[src/rtl/spe_pkg.sv]
// ----------------------------------------------------------------------------
// spe_pkg
// Shared types, constants and tables of the star polygon edge generator.
// ----------------------------------------------------------------------------
package spe_pkg;

  localparam int unsigned MaxPoints   = 1024;
  localparam int unsigned IdxW        = 10;
  localparam int unsigned NW          = 11;
  localparam int unsigned PhaseW      = 32;
  localparam int unsigned ModSteps    = NW;
  localparam int unsigned PhaseSteps  = PhaseW;
  localparam int unsigned CordicSteps = 30;
  localparam int unsigned XyW         = 34;
  localparam int unsigned ZW          = 32;
  localparam int unsigned ProdW       = 66;

  localparam logic signed [XyW-1:0] CordicX0 = 34'sd652032874;

  typedef enum logic [2:0] {
    RegNumPoints = 3'd0,
    RegEdgeStep  = 3'd1,
    RegRadius    = 3'd2,
    RegCenterX   = 3'd3,
    RegCenterY   = 3'd4
  } spe_reg_e;

  typedef struct packed {
    logic [NW-1:0]     rem;
    logic [PhaseW-1:0] quo;
  } spe_div_t;

  typedef struct packed {
    logic signed [XyW-1:0] x;
    logic signed [XyW-1:0] y;
    logic signed [ZW-1:0]  z;
  } spe_rot_t;

  function automatic logic signed [ZW-1:0] atan_turn(input int unsigned j);
    logic signed [ZW-1:0] a;
    case (j)
      0:  a = 32'sd536870912;
      1:  a = 32'sd316933406;
      2:  a = 32'sd167458907;
      3:  a = 32'sd85004756;
      4:  a = 32'sd42667331;
      5:  a = 32'sd21354465;
      6:  a = 32'sd10679838;
      7:  a = 32'sd5340245;
      8:  a = 32'sd2670163;
      9:  a = 32'sd1335087;
      10: a = 32'sd667544;
      11: a = 32'sd333772;
      12: a = 32'sd166886;
      13: a = 32'sd83443;
      14: a = 32'sd41722;
      15: a = 32'sd20861;
      16: a = 32'sd10430;
      17: a = 32'sd5215;
      18: a = 32'sd2608;
      19: a = 32'sd1304;
      20: a = 32'sd652;
      21: a = 32'sd326;
      22: a = 32'sd163;
      23: a = 32'sd81;
      24: a = 32'sd41;
      25: a = 32'sd20;
      26: a = 32'sd10;
      27: a = 32'sd5;
      28: a = 32'sd3;
      29: a = 32'sd1;
      default: a = '0;
    endcase
    return a;
  endfunction

endpackage

[src/rtl/spe_div_cell.sv]
// ----------------------------------------------------------------------------
// spe_div_cell
// One restoring division step: shift in a bit, subtract divisor if it fits.
// ----------------------------------------------------------------------------
module spe_div_cell (
  input  logic                   clk_i,
  input  logic                   en_i,
  input  logic [spe_pkg::NW-1:0] divisor_i,
  input  logic                   bit_i,
  input  spe_pkg::spe_div_t      d_i,
  output spe_pkg::spe_div_t      d_o
);

  logic [spe_pkg::NW-1:0] trial;
  spe_pkg::spe_div_t      d_d, d_q;

  always_comb begin
    trial = {d_i.rem[spe_pkg::NW-2:0], bit_i};
    if (trial >= divisor_i) begin
      d_d.rem = trial - divisor_i;
      d_d.quo = {d_i.quo[spe_pkg::PhaseW-2:0], 1'b1};
    end else begin
      d_d.rem = trial;
      d_d.quo = {d_i.quo[spe_pkg::PhaseW-2:0], 1'b0};
    end
  end

  always_ff @(posedge clk_i) begin
    if (en_i) begin
      d_q <= d_d;
    end
  end

  assign d_o = d_q;

endmodule

[config.mk]
export PLATFORM = sky130hd
export DESIGN_NAME = spe_div_cell
export DESIGN_NICKNAME = d
export VERILOG_FILES = /design/src/rtl/spe_pkg.sv /design/src/rtl/spe_div_cell.sv
export SDC_FILE = /design/constraint.sdc
export NUM_CORES = 1
export LEC_CHECK = 0
export ABC_AREA = 1
export BUFFER_PORTS_ARGS = -buffer_cell sky130_fd_sc_hd__buf_2
export CAP_MARGIN = 10
export CORE_MARGIN = 8
export CORE_UTILIZATION = 30
export CTS_CLUSTER_DIAMETER = 100
export DETAILED_ROUTE_END_ITERATION = 7
export REMOVE_ABC_BUFFERS = 1
export SLEW_MARGIN = 20
export SYNTH_ARGS = -nofsm -noshare
export SYNTH_HDL_FRONTEND = slang
export SYNTH_SLANG_ARGS = --single-unit
[constraint.sdc]
create_clock -name clk_i -period 3.35 [get_ports clk_i]
set_input_delay 0.1675 -clock clk_i [delete_from_list [all_inputs] [get_ports clk_i]]
set_output_delay 0.1675 -clock clk_i [all_outputs]
set_load 0.02 [all_outputs]
==> flow_metrics.env, run 1 <==
export IMPL_setup_violations=0
export IMPL_synth_most_common_cell="nand2_1"
export IMPL_syn_cell_area_mm2=0.00215
export IMPL_crit_type="in -> reg"
export IMPL_synthTopCellsByArea="edfxtp_1 60%, nand2_1 10%, ha_1 6.4%, inv_1 5.8%, nand3_1 4.9%"
export IMPL_grt_usage_pct=10.3
export IMPL_avgSynthCellArea_um2=10.4
export IMPL_drive_gt1_share_pct=37.9
export IMPL_cp_start_kind="primary input"
export IMPL_wl_um=5290
export IMPL_synth_cell_type_count=20
export IMPL_htree_num_levels=2
export IMPL_yosysTopAreaCellShare_pct=60.2
export IMPL_tns_ns=0
export IMPL_critPathSlowestCell="ha_1"
export IMPL_hold_class="in -> reg"
export IMPL_place_ws_ns=1.41
export IMPL_final_min_period_over_clock_period_pct=48.1
export IMPL_diodes=0
export IMPL_die_w_um=101
export IMPL_slew_headroom_pct=37.7
export IMPL_cts_made_buffers=5
export IMPL_slew_viol_final=0
export IMPL_finalWeightedCongestion=0.806
export IMPL_hold_buffers=0
export IMPL_cts_setup_buffers=0
export IMPL_crit_required_ns=3.38
export IMPL_grt_pass1_wl_um=8250
export IMPL_critical_path_max_stage_delay_ns=0.34
export IMPL_synthTopCellsByCount="59 x nand2_1, 43 x edfxtp_1, 33 x inv_1"
export IMPL_cts_sinks=43
export IMPL_yosysWarnings=0
export IMPL_fin_util_pct=40.4
export IMPL_finalHoldViolCount=0
export IMPL_layout_setup_ws_ns=1.74
export IMPL_crit_chain="buf_2, inv_1, ha_1, nand2_1, inv_1, a21oi_2, nand2_2, nand2_2, nand2_4, nand2_1, o21ai_0"
export IMPL_vias_per_cell=4.20
export IMPL_synth_seq_area_share_pct=60.2
export IMPL_io_pins=100
export IMPL_synth_largest_area_cell="edfxtp_1"
export IMPL_max_cap_viol_count=0
export IMPL_vias=1714
export IMPL_synth_edf_count=43
export IMPL_grt_max_degree=44
export IMPL_max_vdd_ir_drop_uv=153
export IMPL_hpwl_um=4300
export IMPL_grt_ovfl_total=0
export IMPL_worstPathArrival_ns=1.64
export IMPL_min_period_ns=1.61
export IMPL_synth_seq_cells=43
export IMPL_rows=31
export IMPL_endpoint="d_o[32]$_DFFE_PP_"
export IMPL_area_growth_pct=33.8
export IMPL_path_buf_inv=3
export IMPL_ant_nets=0
export IMPL_antenna_found_initial=0
export IMPL_dieArea_mm2=0.0101
export IMPL_wire_per_inst_um=13.0
export IMPL_cp_max_fo=13
export IMPL_grt_pass1_vias=1724
export IMPL_cts_clk_slew_worst_paths_ns=0.08
export IMPL_cts_resized=0
export IMPL_leakage_nw=1.44
export IMPL_rsz0062_at_grt="false"
export IMPL_async_flop_share_pct=0
export IMPL_clock_path_buffers=2
export IMPL_drcViolationCount=0
export IMPL_cp_startpoint="divisor_i[5]"
export IMPL_power_density_mw_per_mm2=502
export IMPL_power_mw=1.44
export IMPL_max_freq_ghz=0.620
export IMPL_syn_inst=206
export IMPL_drt_first_iter_violations=63
export IMPL_layout_nets=377
export IMPL_initial_core_util_pct=30.2
export IMPL_clockRootBuffer="clkbuf_8"
export IMPL_cp_top_family="simple AND/OR/NAND/NOR gates"
export IMPL_cts_tree="done"
export IMPL_worstSetupEndpointType="flip-flop"
export IMPL_core_mm2=0.00710
export IMPL_status="completed"
export IMPL_portBuffers=97
export IMPL_crit_cells=11
export IMPL_largest_reg_flops=43
export IMPL_die_y_um=101
export IMPL_first_pass_iters=4
export IMPL_worstMarginPinSlew_ns=0.934
export IMPL_synthFlopType="edfxtp_1"
## layout make-up
cell class | count | area [um^2]
Fill cell | 713 | 4230
Timing Repair Buffer | 98 | 493
Multi-Input combinational cell | 126 | 702
Inverter | 34 | 128
Clock buffer | 6 | 72.6
Sequential cell | 43 | 1290
Tap cell | 99 | 124
Clock inverter | 2 | 60.1
## power by group
part / total [mW] / switching (mW) / internal, mW / leakage (nW)
sequential: 0.663 / 0.00974 / 0.653 / 0.420
clock: 0.466 / 0.168 / 0.298 / 0.0654
combinational: 0.312 / 0.202 / 0.111 / 0.950
total: 1.44 / 0.380 / 1.06 / 1.44
## layout by cell type, fill, tap and decap left out, drive strengths merged
master / count
o21ai: 1
fa: 1
edfxtp: 43
xor2: 4
a21oi: 5
inv: 34
bufinv: 2
clkbuf: 6
nand4: 2
nand2: 64
nand3b: 1
buf: 98
ha: 11
nand3: 25
nor2: 12
## logic make-up (layout without fill, tap and decap cells)
kind of cell               after synthesis  after routing  synth area share [%]
xor gates and xnor gates                 4              4                  1.63
adders and majority gates               12             12                  7.35
AOI/OAI and AO/OA                        6              6                  1.57
buffers and inverters                   37            140                  7.11
and+or+nand+nor                        104            104                  22.2
DFF                                     43             43                  60.2
## stage by stage
stage	cells	hold WS [ns]	cell area, um^2
floorplan	203	0.266	2120
global placement	400	0.344	2740
detailed placement	400	0.346	2740
CTS	408	0.0428	2870
global route	408	0.0375	2870
finish	408	0.0534	2870
## worst min path at each step
stage | slack [ns] | depth (start not counted) | from | endpoint
6_report | 0.05 | 1 | d_i[25] | d_o[26]$_DFFE_PP_
5_1_grt | 0.04 | 1 | d_i[4] | d_o[5]$_DFFE_PP_
4_1_cts | 0.04 | 1 | d_i[14] | d_o[15]$_DFFE_PP_
3_5_place_dp | 0.35 | 1 | d_i[14] | d_o[15]$_DFFE_PP_
3_3_place_gp | 0.34 | 1 | d_i[1] | d_o[2]$_DFFE_PP_
2_1_floorplan | 0.27 | 0 | d_i[9] | d_o[10]$_DFFE_PP_
## routing by layer
metal  vias to the layer above  part of all wire, %  track usage (%)
met4                         0                 0.91             3.14
li1                        877                    -                -
met3                         5                   12             3.94
met5                         -                    0                0
met1                       756                   43             11.8
met2                        76                   44             17.5
Power figures use the tool's default switching activity.
==> run 2, diff against run 1 <==
- clock period: 3.35 -> 1.46 ns (I/O delays scaled with it)
==> run 2 against run 1 <==
Flip-flop and latch count is the same. Final cell count grew 14%. Hold slack gained 0.050 ns. Sequential power grew 130%. First-iteration DRC count shrank 4.8%. Power grew 120%. Combinational power grew to 2.9 times the previous value. Via count grew 15%. Sequential share of layout area shrank 7.0 points. Wire length grew 18%. Critical endpoint is now d_o[36]$_DFFE_PP_.
==> flow_metrics.env, run 2 (synthesized netlist as in run 1, its figures left out) <==
export IMPL_vias_per_cell=4.21
export IMPL_core_mm2=0.00710
export IMPL_diodes=0
export IMPL_layout_nets=436
export IMPL_grt_max_degree=34
export IMPL_io_pins=100
export IMPL_fin_util_pct=47.8
export IMPL_drt_first_iter_violations=60
export IMPL_grt_ovfl_total=0
export IMPL_grt_pass1_wl_um=9620
export IMPL_vias=1966
export IMPL_drcViolationCount=0
export IMPL_largest_reg_flops=43
export IMPL_worstHoldPathCells=3
export IMPL_setup_violations=0
export IMPL_wl_um=6230
export IMPL_max_freq_ghz=0.753
export IMPL_cts_made_buffers=5
export IMPL_mostFrequentLayoutCells="97 x buf_2, 59 x nand2_1, 43 x edfxtp_1"
export IMPL_crit_type="in -> reg"
export IMPL_max_vdd_ir_drop_uv=315
export IMPL_cts_clk_slew_worst_paths_ns=0.08
export IMPL_htree_num_levels=2
export IMPL_die_y_um=101
export IMPL_power_density_mw_per_mm2=927
export IMPL_clock_path_buffers=2
export IMPL_drive_gt1_share_pct=40.8
export IMPL_first_pass_iters=6
export IMPL_clockRootBuffer="clkbuf_8"
export IMPL_critical_path_max_stage_delay_ns=0.34
export IMPL_leakage_nw=1.68
export IMPL_final_min_period_over_clock_period_pct=91.0
export IMPL_initial_core_util_pct=30.2
export IMPL_slew_viol_final=0
export IMPL_power_mw=3.15
export IMPL_crit_required_ns=1.51
export IMPL_worstMarginPinSlew_ns=0.288
export IMPL_timing_hold_ws_ns=0.103
export IMPL_dieArea_mm2=0.0101
export IMPL_portBuffers=97
export IMPL_cts_sinks=43
export IMPL_die_w_um=101
export IMPL_rows=31
export IMPL_min_period_ns=1.33
export IMPL_cts_tree="done"
export IMPL_rsz0062_at_grt="true"
export IMPL_ant_nets=0
export IMPL_grt_usage_pct=12.2
export IMPL_slew_headroom_pct=80.8
export IMPL_cp_start_kind="primary input"
export IMPL_grt_pass1_vias=1966
export IMPL_hp_start="d_i[38]"
export IMPL_crit_top_cell="nand2_1"
export IMPL_worstPathArrival_ns=1.38
export IMPL_worstHoldEndpoint="d_o[39]$_DFFE_PP_"
export IMPL_hold_class="in -> reg"
export IMPL_wire_per_inst_um=13.3
export IMPL_area_growth_pct=58.3
export IMPL_critPathSlowestCell="ha_1"
export IMPL_cp_max_fo=6
export IMPL_max_cap_viol_count=0
export IMPL_status="completed"
export IMPL_hpwl_um=4720
export IMPL_mostFrequentLayoutCell="buf_2"
export IMPL_worstSetupEndpointType="flip-flop"
export IMPL_crit_chain="buf_2, inv_1, ha_1, nand2_1, inv_1, a21oi_1, nand2_1, nor2_4, nand2_2, nand2_1, nand2_1"
export IMPL_finalWeightedCongestion=0.809
export IMPL_finalHoldViolCount=0
export IMPL_antenna_found_initial=0
-- run 2: worst max-delay path, delay by kind of cell --
family	cells	cell delay (ns)
AND/OR/NAND/NOR	6	0.68
adder cells (fa/ha/maj)	1	0.34
buffers and inverters	3	0.14
AO/OA/AOI/OAI	1	0.12
-- run 2: where the power goes --
group | internal, mW | leakage [nW] | total (mW) | switching, mW
logic | 0.396 | 1.22 | 0.910 | 0.514
registers | 1.50 | 0.420 | 1.52 | 0.0262
clock network | 0.334 | 0.0412 | 0.712 | 0.378
-- run 2: how the worst max path moves through the flow --
stage                  start                end
2_1_floorplan  divisor_i[10]  d_o[32]$_DFFE_PP_
3_3_place_gp           bit_i  d_o[38]$_DFFE_PP_
3_5_place_dp           bit_i  d_o[38]$_DFFE_PP_
4_1_cts                bit_i  d_o[38]$_DFFE_PP_
5_1_grt        divisor_i[10]  d_o[36]$_DFFE_PP_
6_report       divisor_i[10]  d_o[36]$_DFFE_PP_
-- run 2: final cells by class --
class / instances / area [um^2]
fill: 656 / 3700
sequential: 43 / 1290
timing repair buffer: 156 / 1020
multi-input combinational: 127 / 749
inverter: 34 / 128
tap: 99 / 124
clock buffer: 6 / 72.6
clock inverter: 2 / 12.5
-- run 2: metrics by stage --
step	cell area [um^2]	setup TNS (ns)	setup slack, ns	cells
2_1_floorplan	2120	-1.18	-0.126	203
3_3_place_gp	2950	-1.77	-0.194	427
3_5_place_dp	2950	-2.11	-0.255	427
4_1_cts	3350	0	0.0653	466
5_1_grt	3400	-0.0921	-0.0238	467
6_report	3400	0	0.132	467
-- run 2: metal layers --
metal,vias up,GRT usage [%],routed length [um]
met5,-,0,0
met4,0,3.84,85
met3,8,4.21,555
met2,82,21.3,2860
met1,880,13.7,2730
li1,996,-,-
-- run 2: repair_timing --
action,CTS,global route
buffers inserted,0,0
setup endpoints to repair,0,9
endpoints found under the hold margin,31,0
hold buffers,31,0
resized for setup,0,7
==> run 3, diff against run 2 <==
==> constraint.sdc (replaced) <==
create_clock -name clk_i -period 1.46 [get_ports clk_i]
set_input_delay 0.365 -clock clk_i [delete_from_list [all_inputs] [get_ports clk_i]]
set_output_delay 0.365 -clock clk_i [all_outputs]
set_load 0.02 [all_outputs]
==> run 3 against run 2 <==
The flow now finishes with violations (negative setup slack). First-iteration DRC count is 82% higher. Count of clock-buffer cells in the layout stayed put. Clock power is 52% higher. Core utilization is 2.6 points higher. Combinational power is 18% higher. Critical path type unchanged. Final area is 5.4% higher. Final cell count is 3.9% lower. Power is 17% higher. Non-clock buffer count is 18 lower.
==> flow_metrics.env, run 3 (synthesized netlist as in run 1, its figures left out) <==
export IMPL_grt_usage_pct=12.0
export IMPL_drt_first_iter_violations=109
export IMPL_vias=1942
export IMPL_hold_class="in -> reg"
export IMPL_wire_per_inst_um=14.4
export IMPL_final_min_period_over_clock_period_pct=106
export IMPL_cts_clk_slew_worst_paths_ns=0.08
export IMPL_timing_hold_ws_ns=0.247
export IMPL_rows=31
export IMPL_worstMarginPinSlew_ns=0.239
export IMPL_setup_violations=11
export IMPL_layout_setup_ws_ns=-0.0909
export IMPL_worstSetupEndpointType="flip-flop"
export IMPL_layout_nets=418
export IMPL_hold_buffers=0
export IMPL_power_density_mw_per_mm2=1030
export IMPL_mostFrequentLayoutCells="91 x buf_2, 45 x nand2_1, 43 x edfxtp_1"
export IMPL_cp_max_fo=5
export IMPL_finalHoldViolCount=0
export IMPL_violations="negative setup slack"
export IMPL_worstPathArrival_ns=1.60
export IMPL_wl_um=6460
export IMPL_hpwl_um=4550
export IMPL_die_y_um=101
export IMPL_vias_per_cell=4.33
export IMPL_io_pins=100
export IMPL_initial_core_util_pct=30.2
export IMPL_fin_util_pct=50.4
export IMPL_largest_reg_flops=43
export IMPL_grt_ovfl_total=0
export IMPL_n_fill_cell=637
export IMPL_status="complete, but fails checks"
export IMPL_clkPwrFrac_pct=29.4
export IMPL_min_period_ns=1.55
export IMPL_cts_made_buffers=5
export IMPL_switching_share_pct=27.7
export IMPL_drcViolationCount=0
export IMPL_diodes=0
export IMPL_dieArea_mm2=0.0101
export IMPL_ant_nets=0
export IMPL_grt_max_degree=44
export IMPL_max_freq_ghz=0.645
export IMPL_max_vdd_ir_drop_uv=338
export IMPL_core_mm2=0.00710
export IMPL_drive_gt1_share_pct=59.7
export IMPL_cts_sinks=43
export IMPL_slew_viol_final=0
export IMPL_area_growth_pct=66.8
export IMPL_grt_pass1_wl_um=9360
export IMPL_grt_pass1_vias=1881
export IMPL_rsz0062_at_grt="true"
export IMPL_p_sw_mw=1.02
export IMPL_antenna_found_initial=0
export IMPL_mostFrequentLayoutCell="buf_2"
export IMPL_clock_path_buffers=2
export IMPL_cp_start_kind="primary input"
export IMPL_finalWeightedCongestion=0.816
export IMPL_die_w_um=101
export IMPL_p_comb_share_pct=29.1
export IMPL_max_cap_viol_count=0
export IMPL_leakage_nw=1.70
export IMPL_crit_type="in -> reg"
export IMPL_internal_power_mw=2.66
export IMPL_slew_headroom_pct=84.0
export IMPL_portBuffers=97
export IMPL_first_pass_iters=4
export IMPL_htree_num_levels=2
export IMPL_clockRootBuffer="clkbuf_8"
export IMPL_cts_tree="done"
export IMPL_crit_required_ns=1.51
export IMPL_p_seq_share_pct=41.4
==> run 3: cell count changes in the layout (fill, tap and decap cells not counted), moves of 6 or more <==
cell and delta:
ha_4 +9, inv_1 -12, nand2_2 +9, buf_4 +11, nand2_1 -14, buf_2 -6, inv_2 +10, ha_1 -9
dlygate4sd3_1 -31
==> run 3: power groups by stage <==
stage          clock network (mW)  logic [mW]  registers (mW)
2_1_floorplan                   0       0.285            1.71
3_3_place_gp                    0       0.823            1.55
5_1_grt                      1.16        1.15            1.54
6_report                     1.08        1.07            1.52
4_1_cts                      1.12       0.966            1.52
3_5_place_dp                    0       0.830            1.55
==> run 3: worst max-delay path, cell delays in order <==
cell and delay (ns):
buf_2 0.13, ha_4 0.29, nand2_4 0.06, nor2_4 0.12, nand3_2 0.08, nand2_2 0.10
nor2_4 0.04, buf_12 0.14, clkbuf_16 0.15, nand3_1 0.06, nand2_1 0.05
==> run 3: cell type report <==
cell class / count / area, um^2 / share of cell area, %
multi-input combinational: 127 / 1000 / 28.1
clock inverter: 2 / 60.1 / 1.68
tap: 99 / 124 / 3.46
timing repair buffer: 138 / 895 / 25.0
inverter: 34 / 133 / 3.70
clock buffer: 6 / 72.6 / 2.03
sequential: 43 / 1290 / 36.1
==> run 3: path summary, 6_finish.rpt <==
kind,slack [ns],end,from,cells past startpoint
hold / removal,0.25,d_o[18]$_DFFE_PP_,d_i[17],1
setup / recovery,-0.09,d_o[35]$_DFFE_PP_,d_i[36],11
==> run 3: metrics by stage <==
stage	std cells	worst slack [ns]	total power, mW	cell area (um^2)	setup TNS [ns]
global route	449	-0.123	3.85	3580	-1.22
detailed placement	430	-0.533	2.38	2980	-5.61
global placement	430	-0.486	2.37	2980	-5.20
finish	449	-0.0909	3.67	3580	-0.788
floorplan	203	-0.418	2.00	2120	-4.69
CTS	444	-0.0560	3.61	3390	-0.390
==> run 3: what timing repair did <==
item	CTS	global route
setup buffers	5	3
gates resized for setup	49	27
pin swaps	24	20
cloned	1	2
endpoints found under the setup margin	12	12
==> run 3: layer usage <==
metal	track usage, %	wire length, um	share of wire [%]	vias up
met5	0	0	0	-
met4	4.19	107	1.7	0
met3	3.38	607	9.4	7
met2	21.2	3060	47	91
met1	13.5	2680	42	883
li1	-	-	-	961
